File: src/hw/rtl/wmmd_pkg.sv
// wmmd_pkg: shared types and constants of the waveform min/max decimator
// used by every module of the block; no dependencies

package wmmd_pkg;

   localparam int MAX_CHANNELS  = 8;
   localparam int SAMPLE_BITS   = 24;
   localparam int CH_BITS       = 4;
   localparam int FPP_BITS      = 17;
   localparam int PTNUM_BITS    = 32;
   localparam int CSR_IDX_BITS  = 2;
   localparam int CSR_DATA_BITS = 17;
   // sum of up to eight samples needs three extra bits
   localparam int SUM_BITS      = SAMPLE_BITS + 3;
   localparam int DIV_CNT_BITS  = $clog2(SUM_BITS);

   localparam logic [CH_BITS-1:0]  CHANNEL_COUNT_RESET    = 4'd2;
   localparam logic [FPP_BITS-1:0] FRAMES_PER_POINT_RESET = 17'd512;

   localparam logic signed [SAMPLE_BITS-1:0] SAMPLE_POS_MAX = {1'b0, {(SAMPLE_BITS-1){1'b1}}};
   localparam logic signed [SAMPLE_BITS-1:0] SAMPLE_NEG_MIN = {1'b1, {(SAMPLE_BITS-1){1'b0}}};

   localparam logic [CSR_IDX_BITS-1:0] CSR_CHANNEL_COUNT    = 2'd0;
   localparam logic [CSR_IDX_BITS-1:0] CSR_FRAMES_PER_POINT = 2'd1;

   typedef struct packed {
      logic signed [SAMPLE_BITS-1:0] sample_ch0;
      logic signed [SAMPLE_BITS-1:0] sample_ch1;
      logic signed [SAMPLE_BITS-1:0] sample_ch2;
      logic signed [SAMPLE_BITS-1:0] sample_ch3;
      logic signed [SAMPLE_BITS-1:0] sample_ch4;
      logic signed [SAMPLE_BITS-1:0] sample_ch5;
      logic signed [SAMPLE_BITS-1:0] sample_ch6;
      logic signed [SAMPLE_BITS-1:0] sample_ch7;
      logic                          final_frame;
   } req_payload_type;

   typedef struct packed {
      logic signed [SAMPLE_BITS-1:0] point_min;
      logic signed [SAMPLE_BITS-1:0] point_max;
      logic [PTNUM_BITS-1:0]         point_number;
      logic                          last_point;
   } rsp_payload_type;

   // one classified frame waiting for the back end
   typedef struct packed {
      logic signed [SUM_BITS-1:0] sum;
      logic [CH_BITS-1:0]         chans;
      logic                       final_frame;
   } work_item_type;

endpackage

File: src/hw/rtl/wmmd_front.sv
// wmmd_front: accepts frames, sums the active channels, pushes work items
// depends on wmmd_pkg

module wmmd_front (
   input  wmmd_pkg::req_payload_type req_payload,
   input  logic [wmmd_pkg::CH_BITS-1:0] channel_count,
   output wmmd_pkg::work_item_type   push_item
);

   logic signed [wmmd_pkg::SAMPLE_BITS-1:0] samples [wmmd_pkg::MAX_CHANNELS];
   logic [wmmd_pkg::CH_BITS-1:0]            n_eff;
   logic signed [wmmd_pkg::SUM_BITS-1:0]    sum;

   assign samples[0] = req_payload.sample_ch0;
   assign samples[1] = req_payload.sample_ch1;
   assign samples[2] = req_payload.sample_ch2;
   assign samples[3] = req_payload.sample_ch3;
   assign samples[4] = req_payload.sample_ch4;
   assign samples[5] = req_payload.sample_ch5;
   assign samples[6] = req_payload.sample_ch6;
   assign samples[7] = req_payload.sample_ch7;

   // zero counts as one channel, anything above the maximum saturates
   always_comb begin
      if (channel_count == '0) begin
         n_eff = wmmd_pkg::CH_BITS'(1);
      end else if (channel_count > wmmd_pkg::CH_BITS'(wmmd_pkg::MAX_CHANNELS)) begin
         n_eff = wmmd_pkg::CH_BITS'(wmmd_pkg::MAX_CHANNELS);
      end else begin
         n_eff = channel_count;
      end
   end

   always_comb begin
      sum = '0;
      for (int c = 0; c < wmmd_pkg::MAX_CHANNELS; c++) begin
         if (wmmd_pkg::CH_BITS'(c) < n_eff) begin
            sum = sum + wmmd_pkg::SUM_BITS'(samples[c]);
         end
      end
   end

   assign push_item.sum         = sum;
   assign push_item.chans       = n_eff;
   assign push_item.final_frame = req_payload.final_frame;

endmodule

File: src/hw/rtl/wmmd_queue.sv
// wmmd_queue: short fifo of work items between front and back end
// depends on wmmd_pkg

module wmmd_queue #(
   parameter int DEPTH = 2
) (
   input  logic                    clock,
   input  logic                    reset,
   input  logic                    push_valid,
   output logic                    push_ready,
   input  wmmd_pkg::work_item_type push_item,
   output logic                    pop_valid,
   input  logic                    pop_ready,
   output wmmd_pkg::work_item_type pop_item
);

   localparam int PTR_BITS = (DEPTH > 1) ? $clog2(DEPTH) : 1;
   localparam int CNT_BITS = $clog2(DEPTH + 1);

   wmmd_pkg::work_item_type entries_ff [DEPTH];
   logic [PTR_BITS-1:0] wr_ptr_ff, wr_ptr_in;
   logic [PTR_BITS-1:0] rd_ptr_ff, rd_ptr_in;
   logic [CNT_BITS-1:0] count_ff, count_in;
   logic                do_push, do_pop;

   assign push_ready = (count_ff != CNT_BITS'(DEPTH));
   assign pop_valid  = (count_ff != '0);
   assign pop_item   = entries_ff[rd_ptr_ff];
   assign do_push    = push_valid && push_ready;
   assign do_pop     = pop_valid && pop_ready;

   always_comb begin
      wr_ptr_in = wr_ptr_ff;
      rd_ptr_in = rd_ptr_ff;
      count_in  = count_ff;
      if (do_push) begin
         wr_ptr_in = (wr_ptr_ff == PTR_BITS'(DEPTH - 1)) ? '0 : wr_ptr_ff + 1'b1;
      end
      if (do_pop) begin
         rd_ptr_in = (rd_ptr_ff == PTR_BITS'(DEPTH - 1)) ? '0 : rd_ptr_ff + 1'b1;
      end
      if (do_push && !do_pop) begin
         count_in = count_ff + 1'b1;
      end else if (do_pop && !do_push) begin
         count_in = count_ff - 1'b1;
      end
   end

   always_ff @(posedge clock) begin
      if (reset) begin
         wr_ptr_ff <= '0;
         rd_ptr_ff <= '0;
         count_ff  <= '0;
      end else begin
         wr_ptr_ff <= wr_ptr_in;
         rd_ptr_ff <= rd_ptr_in;
         count_ff  <= count_in;
      end
   end

   always_ff @(posedge clock) begin
      if (do_push) begin
         entries_ff[wr_ptr_ff] <= push_item;
      end
   end

endmodule

File: src/hw/rtl/wmmd_back.sv
// wmmd_back: bit-serial divide to mono, min/max tracking, point output register
// depends on wmmd_pkg

module wmmd_back (
   input  logic                              clock,
   input  logic                              reset,
   input  logic                              pop_valid,
   output logic                              pop_ready,
   input  wmmd_pkg::work_item_type           pop_item,
   input  logic [wmmd_pkg::FPP_BITS-1:0]     frames_per_point,
   output logic                              rsp_valid,
   input  logic                              rsp_ready,
   output wmmd_pkg::rsp_payload_type         rsp_payload
);

   typedef enum logic [2:0] {
      ST_IDLE = 3'b001,
      ST_DIV  = 3'b010,
      ST_POST = 3'b100
   } back_state_type;

   localparam int SB = wmmd_pkg::SUM_BITS;
   localparam int CB = wmmd_pkg::CH_BITS;

   back_state_type state_ff, state_in;

   logic [SB-1:0]                         quot_ff, quot_in;
   logic [CB-1:0]                         rem_ff, rem_in;
   logic [CB-1:0]                         divisor_ff, divisor_in;
   logic                                  neg_ff, neg_in;
   logic                                  final_ff, final_in;
   logic [wmmd_pkg::DIV_CNT_BITS-1:0]     cnt_ff, cnt_in;
   logic signed [wmmd_pkg::SAMPLE_BITS-1:0] min_ff, min_in;
   logic signed [wmmd_pkg::SAMPLE_BITS-1:0] max_ff, max_in;
   logic [wmmd_pkg::FPP_BITS-1:0]         pending_ff, pending_in;
   logic [wmmd_pkg::PTNUM_BITS-1:0]       points_ff, points_in;
   logic                                  rsp_valid_ff, rsp_valid_in;
   wmmd_pkg::rsp_payload_type             rsp_payload_ff, rsp_payload_in;

   logic [SB-1:0]                         sum_mag;
   logic [CB-1:0]                         rem_shift;
   logic                                  rem_ge;
   logic [SB-1:0]                         mono_wide;
   logic signed [wmmd_pkg::SAMPLE_BITS-1:0] mono;
   logic signed [wmmd_pkg::SAMPLE_BITS-1:0] min_next, max_next;
   logic [wmmd_pkg::FPP_BITS-1:0]         pending_next, fpp_eff;
   logic                                  emit, out_free;

   assign pop_ready   = (state_ff == ST_IDLE);
   assign rsp_valid   = rsp_valid_ff;
   assign rsp_payload = rsp_payload_ff;

   // magnitude of the channel sum, the most negative sum still fits unsigned
   assign sum_mag = pop_item.sum[SB-1] ? (SB'(0) - SB'(pop_item.sum)) : SB'(pop_item.sum);

   // restoring divide, one quotient bit a cycle
   assign rem_shift = {rem_ff[CB-2:0], quot_ff[SB-1]};
   assign rem_ge    = (rem_shift >= divisor_ff);

   assign mono_wide    = neg_ff ? (SB'(0) - quot_ff) : quot_ff;
   assign mono         = signed'(mono_wide[wmmd_pkg::SAMPLE_BITS-1:0]);
   assign min_next     = (mono < min_ff) ? mono : min_ff;
   assign max_next     = (mono > max_ff) ? mono : max_ff;
   assign pending_next = pending_ff + 1'b1;
   assign fpp_eff      = (frames_per_point == '0) ? wmmd_pkg::FPP_BITS'(1) : frames_per_point;
   assign emit         = final_ff || (pending_next >= fpp_eff);
   assign out_free     = !rsp_valid_ff || rsp_ready;

   always_comb begin
      state_in       = state_ff;
      quot_in        = quot_ff;
      rem_in         = rem_ff;
      divisor_in     = divisor_ff;
      neg_in         = neg_ff;
      final_in       = final_ff;
      cnt_in         = cnt_ff;
      min_in         = min_ff;
      max_in         = max_ff;
      pending_in     = pending_ff;
      points_in      = points_ff;
      rsp_valid_in   = rsp_valid_ff && !rsp_ready;
      rsp_payload_in = rsp_payload_ff;
      unique case (state_ff)
         ST_IDLE: begin
            if (pop_valid) begin
               quot_in    = sum_mag;
               rem_in     = '0;
               divisor_in = pop_item.chans;
               neg_in     = pop_item.sum[SB-1];
               final_in   = pop_item.final_frame;
               cnt_in     = wmmd_pkg::DIV_CNT_BITS'(SB - 1);
               state_in   = ST_DIV;
            end
         end
         ST_DIV: begin
            quot_in = {quot_ff[SB-2:0], rem_ge};
            rem_in  = rem_ge ? (rem_shift - divisor_ff) : rem_shift;
            if (cnt_ff == '0) begin
               state_in = ST_POST;
            end else begin
               cnt_in = cnt_ff - 1'b1;
            end
         end
         ST_POST: begin
            if (!emit) begin
               min_in     = min_next;
               max_in     = max_next;
               pending_in = pending_next;
               state_in   = ST_IDLE;
            end else if (out_free) begin
               rsp_valid_in                = 1'b1;
               rsp_payload_in.point_min    = min_next;
               rsp_payload_in.point_max    = max_next;
               rsp_payload_in.point_number = points_ff;
               rsp_payload_in.last_point   = final_ff;
               points_in                   = points_ff + 1'b1;
               min_in                      = wmmd_pkg::SAMPLE_POS_MAX;
               max_in                      = wmmd_pkg::SAMPLE_NEG_MIN;
               pending_in                  = '0;
               state_in                    = ST_IDLE;
            end
         end
         default: begin
            state_in = ST_IDLE;
         end
      endcase
   end

   always_ff @(posedge clock) begin
      if (reset) begin
         state_ff     <= ST_IDLE;
         min_ff       <= wmmd_pkg::SAMPLE_POS_MAX;
         max_ff       <= wmmd_pkg::SAMPLE_NEG_MIN;
         pending_ff   <= '0;
         points_ff    <= '0;
         rsp_valid_ff <= 1'b0;
      end else begin
         state_ff     <= state_in;
         min_ff       <= min_in;
         max_ff       <= max_in;
         pending_ff   <= pending_in;
         points_ff    <= points_in;
         rsp_valid_ff <= rsp_valid_in;
      end
   end

   always_ff @(posedge clock) begin
      quot_ff        <= quot_in;
      rem_ff         <= rem_in;
      divisor_ff     <= divisor_in;
      neg_ff         <= neg_in;
      final_ff       <= final_in;
      cnt_ff         <= cnt_in;
      rsp_payload_ff <= rsp_payload_in;
   end

endmodule

File: src/hw/rtl/waveform_minmax_decimator_core.sv
// a point leaves once the request that completes it has passed the queue, the back
//    end's idle/pop state, the bit steps of its divide state, its update state and
//    then the output register; when a point is due the update state waits for room
// the front end and a short queue take requests while the back end divides
// reset: synchronous, active high; clears trackers, point count, queue state and
//    configuration registers to their defaults, no clearing pass

module waveform_minmax_decimator_core #(
   parameter int QUEUE_DEPTH = 2
) (
   input  logic                                  clock,
   input  logic                                  reset,
   // request channel: one multichannel frame per request
   input  logic                                  req_valid,
   output logic                                  req_ready,
   input  wmmd_pkg::req_payload_type             req_payload,
   // result channel: one waveform point
   output logic                                  rsp_valid,
   input  logic                                  rsp_ready,
   output wmmd_pkg::rsp_payload_type             rsp_payload,
   // register write port
   input  logic                                  csr_write_enable,
   input  logic [wmmd_pkg::CSR_IDX_BITS-1:0]     csr_index,
   input  logic [wmmd_pkg::CSR_DATA_BITS-1:0]    csr_write_data
);

   // configuration registers
   logic [wmmd_pkg::CH_BITS-1:0]  channel_count_ff, channel_count_in;
   logic [wmmd_pkg::FPP_BITS-1:0] frames_per_point_ff, frames_per_point_in;

   // front to queue
   wmmd_pkg::work_item_type push_item;
   logic                    push_ready;

   // queue to back end
   wmmd_pkg::work_item_type pop_item;
   logic                    pop_valid;
   logic                    pop_ready;

   // register decode; unknown indexes are dropped
   always_comb begin
      channel_count_in    = channel_count_ff;
      frames_per_point_in = frames_per_point_ff;
      if (csr_write_enable) begin
         unique case (csr_index)
            wmmd_pkg::CSR_CHANNEL_COUNT: begin
               channel_count_in = csr_write_data[wmmd_pkg::CH_BITS-1:0];
            end
            wmmd_pkg::CSR_FRAMES_PER_POINT: begin
               frames_per_point_in = csr_write_data[wmmd_pkg::FPP_BITS-1:0];
            end
            default: begin
            end
         endcase
      end
   end

   always_ff @(posedge clock) begin
      if (reset) begin
         channel_count_ff    <= wmmd_pkg::CHANNEL_COUNT_RESET;
         frames_per_point_ff <= wmmd_pkg::FRAMES_PER_POINT_RESET;
      end else begin
         channel_count_ff    <= channel_count_in;
         frames_per_point_ff <= frames_per_point_in;
      end
   end

   // request is taken whenever the queue has room
   assign req_ready = push_ready;

   // front end: clamp channel count and sum the active channels
   wmmd_front u_front (
      .req_payload   (req_payload),
      .channel_count (channel_count_ff),
      .push_item     (push_item)
   );

   // decoupling queue, lets the front keep accepting while the divider runs
   wmmd_queue #(
      .DEPTH (QUEUE_DEPTH)
   ) u_queue (
      .clock      (clock),
      .reset      (reset),
      .push_valid (req_valid),
      .push_ready (push_ready),
      .push_item  (push_item),
      .pop_valid  (pop_valid),
      .pop_ready  (pop_ready),
      .pop_item   (pop_item)
   );

   // back end: divide to mono, track min/max, emit points through an output register
   wmmd_back u_back (
      .clock            (clock),
      .reset            (reset),
      .pop_valid        (pop_valid),
      .pop_ready        (pop_ready),
      .pop_item         (pop_item),
      .frames_per_point (frames_per_point_ff),
      .rsp_valid        (rsp_valid),
      .rsp_ready        (rsp_ready),
      .rsp_payload      (rsp_payload)
   );

endmodule

File: config.mk
export PLATFORM = sky130hd
export DESIGN_NAME = waveform_minmax_decimator_core
export DESIGN_NICKNAME = d
export VERILOG_FILES = /design/src/hw/rtl/wmmd_pkg.sv /design/src/hw/rtl/wmmd_front.sv /design/src/hw/rtl/wmmd_queue.sv /design/src/hw/rtl/wmmd_back.sv /design/src/hw/rtl/waveform_minmax_decimator_core.sv
export SDC_FILE = /design/constraint.sdc
export NUM_CORES = 1
export LEC_CHECK = 0
export ABC_AREA = 1
export BUFFER_PORTS_ARGS = -buffer_cell sky130_fd_sc_hd__buf_2
export CAP_MARGIN = 5
export CORE_MARGIN = 2
export CORE_UTILIZATION = 35
export CTS_BUF_LIST = sky130_fd_sc_hd__clkbuf_2
export CTS_CLUSTER_SIZE = 12
export DETAILED_ROUTE_END_ITERATION = 12
export GPL_TIMING_DRIVEN = 0
export PLACE_DENSITY_LB_ADDON = 0.3
export SLEW_MARGIN = 20
export SYNTH_ARGS = -nofsm -noshare
export SYNTH_HDL_FRONTEND = slang
export SYNTH_HIERARCHICAL = 1
export SYNTH_SLANG_ARGS = --single-unit
File: constraint.sdc
create_clock -name clock -period 30.4 [get_ports clock]
set_input_delay 6.08 -clock clock [delete_from_list [all_inputs] [get_ports clock]]
set_output_delay 6.08 -clock clock [all_outputs]
set_load 0.02 [all_outputs]
==> flow_summary.ini <==
[run]
drv_cap = 0

[synthesis]
async_flop_share = 0
synthTopCellsByArea = edfxtp_1 19%, nand2_1 16%, ha_1 11%
ys.flop_type = edfxtp_1
yosys.area.top_type = edfxtp_1
syn-num-nets = 4832
ys_seq_area_frac = 0.276
synth_cells = 4347
yosysTopAreaCellShare = 0.190
syn_area_mm2 = 0.0295
yosys_warnings = 6
synth_edf_count = 186
ys_types = 63
ys_ff_latch = 313
postSynthAreaPerCell_um2 = 6.78

[clocking]
clk_pin_slew_worst_paths_ns = 0.11
cts_tree = built
htreeDepth = 3
clockBufferDepth = 3
numCtsBuffers = 78
clock_latency_ns = 0.97
post_cts_resized = 0
cts_setup_buffers = 0
clock_sinks = 313
holdBufCountCts = 0
cts-root-buf = clkbuf_2

[floorplanning]
dieWidth_um = 294
core_mm2 = 0.0834
die-area_mm2 = 0.0865
io_pins = 300
std_cell_rows = 106
die_y_um = 294
initial_utilization = 0.353

[grt]
grt_pass1_wl_um = 152000
gr-usage-all-layers = 0.222
antenna_found_initial = 15
grt_pass1_vias = 28195
grt_start_max_net_pins = 50
grt_overflow = 0

[power_and_ir_drop]
cellPowerDensity_mw_per_mm2 = 78.3
p_comb_frac = 0.642
sw_frac_of_total = 0.499
irDropWorstVdd_uv = 46.7
p_int_mw = 1.30
switching_power_mw = 1.30
pwr-share-seq = 0.231
pwr-share-clk = 0.126
p_total_mw = 2.60
leakagePower_nw = 16.1

[worst_setup_path]
crit_path_start_kind = primary input
max_stage_delay_ns = 0.54
critPathArrivalTime_ns = 18.63
timing_worst_setup_path_type = primary input to flop
worstSetupEndpointType = flop
cpMostUsedCell = nand2_1
critPathMaxFanout = 6
worstPathRequired_ns = 31.07
cp_slowest_cell = a2111oi_0

[placement]
gp_congestion = 0.954
post_dp_cell_area_mm2 = 0.0324
dp_hpwl_um = 81700
io_buffers = 297
place_inst = 5727

[finish]
area_growth_pct = 13.0
final_nets = 5212
drive_gt1_frac = 0.129
final_common_cell = nand2_1
fin_cells = 5885
layout_common_cells = 1,245 x nand2_1, 515 x inv_1, 392 x nand3_1
design_area_mm2 = 0.0333

[drt]
wl_per_cell_um = 16.5
routed_wl_um = 97000
drc = 0
via_per_inst = 5.06
drt_iter0_drc = 2099
ant_nets = 0
vias = 29781
drt_pass1_iterations = 6

[sta]
tightest_slew_ns = 0.736
drv_slew = 0
rsz0062_at_grt = no
setup_tns_ns = 0
slew_headroom = 0.506
fin_crit_sh = 0.591
hold_viol = 0
skew_ns = 0.133
post-route-min-period_ns = 17.95
setup_viol = 0
max_freq_ghz = 0.0557

[hold_path]
hp-class = flop to flop

[status]
outcome = finished clean
power groups by stage:
stage	sequential (mW)	clock [mW]	combinational (mW)
3_3_place_gp	0.612	0	1.64
2_1_floorplan	0.599	0	1.22
3_5_place_dp	0.612	0	1.65
6_report	0.602	0.329	1.67
4_1_cts	0.602	0.346	1.66
5_1_grt	0.609	0.367	1.89
Yosys cell counts, types with 38 or more instances:
cell and count:
xnor2_1 51, edfxtp_1 186, buf_2 38, nand3_1 392, nor3_1 58, or2_2 38
dfxtp_1 127, o21ai_0 163, nand4_1 112, o21ai_1 50, a21oi_1 308, inv_1 516
xor2_1 90, nor2_1 321, nand2_1 1246, and2_1 57, clkbuf_1 59, ha_1 261
sequential cells by signal (all words and copies together) (netlist names), 2 cells and up, named ones only:
| signal | count |
|---|---|
| u_back/min_ff | 24 |
| u_back/quot_ff | 27 |
| channel_count_ff | 4 |
| u_queue/count_ff | 2 |
| u_back/points_ff | 32 |
| u_back/cnt_ff | 5 |
| frames_per_point_ff | 17 |
| u_back/state_ff | 3 |
| u_back/rsp_payload | 81 |
| u_back/divisor_ff | 4 |
| u_back/pending_ff | 17 |
| u_back/max_ff | 24 |
| u_back/rem_ff | 3 |
| u_queue/entries_ff | 64 |
metal layers:
layer | GRT usage | up-vias | part of all wire
li1 | - | 15299 | -
met1 | 0.301 | 13495 | 0.46
met2 | 0.372 | 864 | 0.46
met3 | 0.0225 | 119 | 0.059
met4 | 0.0638 | 4 | 0.021
met5 | 0 | - | 0.00031
final timing paths:
kind	start	endpoint	slack [ns]	cells after the start
setup / recovery	req_payload[169]	u_queue/entries_ff[0][30]	12.45	73
hold / removal	u_queue/entries_ff[1][0]	u_back/final_ff	0.46	1
setup reg to reg	channel_count_ff[3]	u_queue/entries_ff[0][30]	17.70	68
hold reg to reg	u_queue/entries_ff[1][0]	u_back/final_ff	0.46	1
cells by family (layout without fill, tap and decap cells):
| kind of cell | count (synthesis) | count (layout) | share of synthesized area |
|---|---|---|---|
| buf+inv | 652 | 1098 | 0.0898 |
| flops | 313 | 313 | 0.276 |
| mux | 32 | 32 | 0.0161 |
| fa+ha+maj | 268 | 268 | 0.116 |
| other cells | 0 | 12 | 0 |
| xor+xnor | 141 | 141 | 0.0419 |
| compound gates | 651 | 651 | 0.123 |
| simple gates | 2290 | 2290 | 0.338 |
critical path: cells and delay by family:
kind	cells	cell delay (ns)
AO/OA/AOI/OAI	11	2.68
XOR/XNOR	1	0.23
adder cells (fa/ha/maj)	8	2.42
buffers and inverters	10	0.69
AND/OR/NAND/NOR	43	6.49
final cells by class:
class / count / area [µm²]
Fill cell: 9059 / 50100
Timing Repair Buffer: 300 / 1550
Clock inverter: 37 / 320
Multi-Input combinational cell: 3382 / 18700
Inverter: 528 / 1990
Antenna cell: 12 / 30.0
Tap cell: 1080 / 1350
Clock buffer: 109 / 546
Sequential cell: 313 / 8130
Buffer: 124 / 657
metrics by stage:
| stage | util | setup WS, ns | hold slack (ns) |
|---|---|---|---|
| floorplan | - | 14.96 | 0.429 |
| global placement | 0.387 | 11.87 | 0.447 |
| detailed placement | 0.388 | 11.96 | 0.456 |
| CTS | 0.399 | 12.97 | 0.470 |
| global route | 0.399 | 11.54 | 0.491 |
| finish | 0.399 | 12.45 | 0.461 |
No activity file was read; power rests on OpenSTA's default activity.
